`src/sv/assert_macros.svh`:
```
// assertion helpers, clocked on clk with reset arst_n
`ifndef ASSERT_MACROS_SVH
`define ASSERT_MACROS_SVH

`define ASSERT_CLK(label, prop, msg) \
	label: assert property (@(posedge clk) disable iff (!arst_n) prop) else $error(msg);

`define ASSERT_NEVER(label, cond, msg) \
	`ASSERT_CLK(label, !(cond), msg)

`endif

```
`src/sv/ncvs_pkg.sv`:
```
package ncvs_pkg;

	localparam int MAX_ENTRIES = 256;
	localparam int MAX_DIM = 16;
	localparam int QUEUE_DEPTH = 4;

	localparam int EW = $clog2(MAX_ENTRIES);
	localparam int CW = (MAX_DIM > 1) ? $clog2(MAX_DIM) : 1;
	localparam int LEN_W = $clog2(MAX_DIM + 1);
	localparam int CNT_W = $clog2(MAX_ENTRIES + 1);
	localparam int BOOK_DEPTH = MAX_ENTRIES * MAX_DIM;
	localparam int BOOK_AW = $clog2(BOOK_DEPTH);
	localparam int SQ_W = 32;
	localparam int ACC_W = SQ_W + LEN_W;
	localparam int DIST_W = 36;
	localparam logic [63:0] DIST_MAX = 64'h0000_000F_FFFF_FFFF;
	localparam int QP_W = $clog2(QUEUE_DEPTH);
	localparam int QC_W = $clog2(QUEUE_DEPTH + 1);

	localparam int CFG_IDX_W = 1;
	localparam int CFG_DATA_W = 9;
	localparam int VLEN_W = 5;
	localparam int ECNT_W = 9;
	localparam logic [VLEN_W-1:0] VLEN_RESET = 5'd16;
	localparam logic [ECNT_W-1:0] ECNT_RESET = 9'd256;

	localparam logic [CFG_IDX_W-1:0] CFG_VECTOR_LENGTH = 1'd0;
	localparam logic [CFG_IDX_W-1:0] CFG_ENTRY_COUNT = 1'd1;

	localparam logic OP_LOAD = 1'b0;
	localparam logic OP_QUERY = 1'b1;

	typedef struct packed {
		logic operation;
		logic [7:0] entry_index;
		logic [3:0] component_index;
		logic signed [15:0] component_value;
		logic exclude_entry;
		logic last_component;
	} item_t;

	typedef struct packed {
		logic [7:0] nearest_index;
		logic found;
		logic [DIST_W-1:0] best_distance;
	} result_t;

	typedef struct packed {
		logic wr_book;
		logic wr_query;
		logic search;
		logic [EW-1:0] entry;
		logic [CW-1:0] comp;
		logic [15:0] value;
		logic excl;
	} cmd_t;

	typedef enum logic [1:0] {
		BK_IDLE,
		BK_SCAN,
		BK_DRAIN
	} back_state_t;

endpackage

```
`src/sv/ncvs_queue.sv`:
```
module ncvs_queue import ncvs_pkg::*; (
	input logic clk,
	input logic arst_n,
	input logic push,
	input cmd_t wr_cmd,
	input logic pop,
	output logic full,
	output logic empty,
	output cmd_t head
);

	cmd_t slot_q [QUEUE_DEPTH];
	logic [QP_W-1:0] wr_ptr_q;
	logic [QP_W-1:0] rd_ptr_q;
	logic [QC_W-1:0] cnt_q;

	assign full = (cnt_q == QC_W'(QUEUE_DEPTH));
	assign empty = (cnt_q == '0);
	assign head = slot_q[rd_ptr_q];

	always_ff @(posedge clk or negedge arst_n) begin
		if (!arst_n) begin
			wr_ptr_q <= '0;
			rd_ptr_q <= '0;
			cnt_q <= '0;
		end else begin
			if (push) begin
				wr_ptr_q <= wr_ptr_q + 1'b1;
			end
			if (pop) begin
				rd_ptr_q <= rd_ptr_q + 1'b1;
			end
			if (push && !pop) begin
				cnt_q <= cnt_q + 1'b1;
			end else if (pop && !push) begin
				cnt_q <= cnt_q - 1'b1;
			end
		end
	end

	always_ff @(posedge clk) begin
		if (push) begin
			slot_q[wr_ptr_q] <= wr_cmd;
		end
	end

endmodule

```
`config.mk`:
```
export PLATFORM = sky130hd
export DESIGN_NAME = ncvs_queue
export DESIGN_NICKNAME = d
export VERILOG_FILES = /design/src/sv/assert_macros.svh /design/src/sv/ncvs_pkg.sv /design/src/sv/ncvs_queue.sv
export SDC_FILE = /design/constraint.sdc
export NUM_CORES = 1
export LEC_CHECK = 0
export BUFFER_PORTS_ARGS = -buffer_cell sky130_fd_sc_hd__buf_2
export CORE_MARGIN = 4
export CORE_UTILIZATION = 50
export DETAILED_ROUTE_END_ITERATION = 12
export PLACE_DENSITY = 0.71
export SLEW_MARGIN = 20
export SYNTH_ARGS = -nofsm -noshare
export SYNTH_HDL_FRONTEND = slang
export SYNTH_SLANG_ARGS = --single-unit
```
`constraint.sdc`:
```
create_clock -name clk -period 2.4 [get_ports clk]
set_input_delay 0.48 -clock clk [delete_from_list [all_inputs] [get_ports clk]]
set_output_delay 0.48 -clock clk [all_outputs]
set_load 0.02 [all_outputs]
```
==> results.txt <==
result of the run: finished, final reports clean
average detailed-routed wire length per instance: 19.9 um
cell with the largest stage delay on the worst path: sky130_fd_sc_hd__mux4_2
Clock Sinks: 135
type of element capturing the critical path: primary output
number of antenna violations at the first check in global routing: 0
Synth top area share: 0.760
r2r worst-path depth: 4
number of nets with antenna violations after routing: 0
post-route standard cell area excluding fillers: 6250 um^2
post-synth net total: 244
Via-to-Cell Ratio: 5.28
Clock Pin Slew Worst Setup and Hold Paths: 0.06 ns
sort of element at the start of the critical path: register
worst ir drop on vdd: 0.000603 V
Max Fanout on Critical Path: 12
total number of nets in the final design: 336
drt initial violations: 140
number of antenna repair diodes: 0
Fmax: 427 MHz
placed wire-length estimate after detailed placement: 5.48 mm
input/output buffers: 69
Root Buffer: sky130_fd_sc_hd__clkbuf_8
number of global-route vias before repair: 2490
post-route DRC violation count: 0
boundary pin count: 70
wire length after detailed routing: 8.74 mm
post-CTS repair timing setup buffer count: 0
share of post-route cells with drive strength above 1: 0.482
H-tree depth reported by CTS: 4
final number of setup-violating endpoints: 0
WP buf/inv: 2
largest net degree at the start of global routing: 26
arrival time of the worst setup path: 1.86 ns
Yosys warnings: 0
worst slew pin tran: 0.467 ns
crit share post-route: 0.976
final setup skew: 0.0130 ns
post-route non-filler standard cell count: 440
power density of the placed cells: 1310 nW/um^2
floorplan die area: 11800 um^2
sequential fraction of the synthesis area: 0.794
max-capacitance violation count: 0
Sum Neg Setup Slack: 0 ns
biggest area consumer among synthesized cells: sky130_fd_sc_hd__edfxtp_1
shortest period the worst path allows: 2.34 ns
maximum cell stage delay along the critical path: 0.51 ns
unique cell type count in the Yosys netlist: 20
clock tree from TritonCTS: built
Post-Synthesis Mean Instance Area: 25.0 um^2
worst path cell trace: clkbuf_16 -> mux4_2 -> buf_2
Area Overhead vs Synth: 23.5%
cell family with most CP delay: multiplexers
Levels on crit path: 3
critical path data required time: 1.92 ns
cts bufs inserted: 17
clock latency of the later-clocked register in the worst-skew pair: 0.51 ns
hold slack final: 0.188 ns
ranking of synthesized cells by area: sky130_fd_sc_hd__edfxtp_1 (76%), sky130_fd_sc_hd__mux4_2 (12%), sky130_fd_sc_hd__dfrtp_1 (3.5%)
Die X-Extent: 109 um
number of placement rows: 36
leakage power: 2.22 nW
count of TritonRoute iterations in the first routing pass: 4
first-pass GRT wire length: 13.1 mm
hold-critical path depth: 1
Core ar.: 9820 um^2
Max Root-Sink Buffers: 2
hold crit path type: input pin to register
leftover overflow at the end of global routing: 0
Syn Inst Count: 202
initial core utilization: 0.515
Die Ht: 109 um
routability cong.: 0.692
Slew HR: 0.688
Slew Viols, Final: 0
placed cell areas: 5640 um^2
total placed cells including tap cells: 406
vias after detailed routing: 2322
overall global routing resource usage: 0.157
count of fill cells added during filler insertion: 709
crit path kind: register to primary output
total design power: 8.20 mW
setup repair after global routing missed its margin: true
register bit total from synthesis: 135
final hold viol count: 0
synthesized area: 5060 um^2
final cells by class:
class | count | area, um^2 | area share
sequential | 135 | 4020 | 0.644
multi-input combinational | 55 | 933 | 0.149
timing repair buffer | 81 | 543 | 0.0869
clock buffer | 17 | 414 | 0.0663
tap | 133 | 166 | 0.0266
clock inverter | 15 | 153 | 0.0244
inverter | 4 | 15.0 | 0.00240
per-stage QoR:
stage	util	setup WS, ns
6_report	0.636	0.0575
5_1_grt	0.636	-0.0150
4_1_cts	0.633	0.00638
3_5_place_dp	0.574	0.535
3_3_place_gp	0.574	0.527
2_1_floorplan	-	0.603
cell usage in the layout, fill, tap and decap left out:
cell,Yosys,final
sky130_fd_sc_hd__and2_2,0,4
sky130_fd_sc_hd__buf_12,3,7
sky130_fd_sc_hd__buf_2,3,69
sky130_fd_sc_hd__buf_4,0,3
sky130_fd_sc_hd__bufinv_16,0,2
sky130_fd_sc_hd__clkbuf_16,0,17
sky130_fd_sc_hd__clkbuf_8,0,1
sky130_fd_sc_hd__clkinv_1,0,1
sky130_fd_sc_hd__clkinv_2,0,3
sky130_fd_sc_hd__clkinv_4,0,2
sky130_fd_sc_hd__clkinvlp_4,0,4
sky130_fd_sc_hd__dfrtp_1,7,5
sky130_fd_sc_hd__dfrtp_2,0,1
sky130_fd_sc_hd__dfrtp_4,0,1
sky130_fd_sc_hd__dlygate4sd3_1,0,1
sky130_fd_sc_hd__edfxtp_1,128,128
sky130_fd_sc_hd__fa_1,1,1
sky130_fd_sc_hd__ha_1,5,5
sky130_fd_sc_hd__inv_1,4,4
sky130_fd_sc_hd__inv_6,0,3
sky130_fd_sc_hd__mux2_2,1,1
sky130_fd_sc_hd__mux4_1,4,2
sky130_fd_sc_hd__mux4_2,28,30
sky130_fd_sc_hd__nand2_1,2,2
sky130_fd_sc_hd__nor2_1,1,1
sky130_fd_sc_hd__nor3_1,1,1
sky130_fd_sc_hd__nor3b_1,1,1
sky130_fd_sc_hd__o21ai_0,1,1
sky130_fd_sc_hd__xnor2_1,2,2
sky130_fd_sc_hd__xor2_1,4,4
cell usage after synthesis (all sizes together):
cell    number
edfxtp     128
mux4        32
buf          7
dfrtp        7
ha           5
and2         4
inv          4
xor2         4
nand2        2
xnor2        2
clkbuf       1
fa           1
mux2         1
nor2         1
nor3         1
nor3b        1
o21ai        1
path summary, 6_finish.rpt:
check	startpoint	slack (ns)	endpoint
setup / recovery	rd_ptr_q[0]	0.06	head[16]
min in group asynchronous	arst_n	0.33	cnt_q[0]
hold / removal	wr_cmd[29]	0.19	slot_q[3][29]
setup reg to reg	wr_ptr_q[0]	0.80	slot_q[0][5]
max in group asynchronous	arst_n	1.87	rd_ptr_q[1]
hold reg to reg	cnt_q[2]	0.49	cnt_q[2]
metal layers:
metal  GRT usage  wire length [um]
met1       0.186              3450
met2       0.267              4680
met3      0.0561               527
met4      0.0568                74
met5           0                 0
kinds of logic (layout without fill, tap and decap cells):
group,count (synthesis),after routing,synth area share
flip-flops,135,135,0.794
multiplexers,33,33,0.148
buffers and inverters,12,117,0.0208
AND/OR/NAND/NOR,9,9,0.00964
adder cells (fa/ha/maj),6,6,0.0163
XOR/XNOR,6,6,0.0104
AO/OA/AOI/OAI,1,1,0.000988
power by group:
part           leakage, nW  total [mW]  internal [mW]  switching [mW]
clock                0.268        2.45           1.48           0.971
sequential            1.26        3.31           3.10           0.206
combinational        0.694        2.45           1.12            1.32
total                 2.22        8.20           5.70            2.50
worst reg2reg max path, cell delays in order, from the launching register on:
cell and delay, ns:
sky130_fd_sc_hd__dfrtp_1 0.42, sky130_fd_sc_hd__inv_1 0.10, sky130_fd_sc_hd__ha_1 0.13, sky130_fd_sc_hd__and2_2 0.40
sky130_fd_sc_hd__buf_12 0.24
registers in the layout, indices dropped and copies added, names as in the netlist:
register,count
wr_ptr_q,2
rd_ptr_q,2
cnt_q,3
slot_q,128
timing repair:
action / in CTS / in global routing
setup endpoints to repair: 3 / 7
endpoints found under the hold margin: 7 / 0
cloned: 0 / 1
hold buffers: 1 / 0
resized for setup: 1 / 5
No activity file was read; power rests on OpenSTA's default activity.
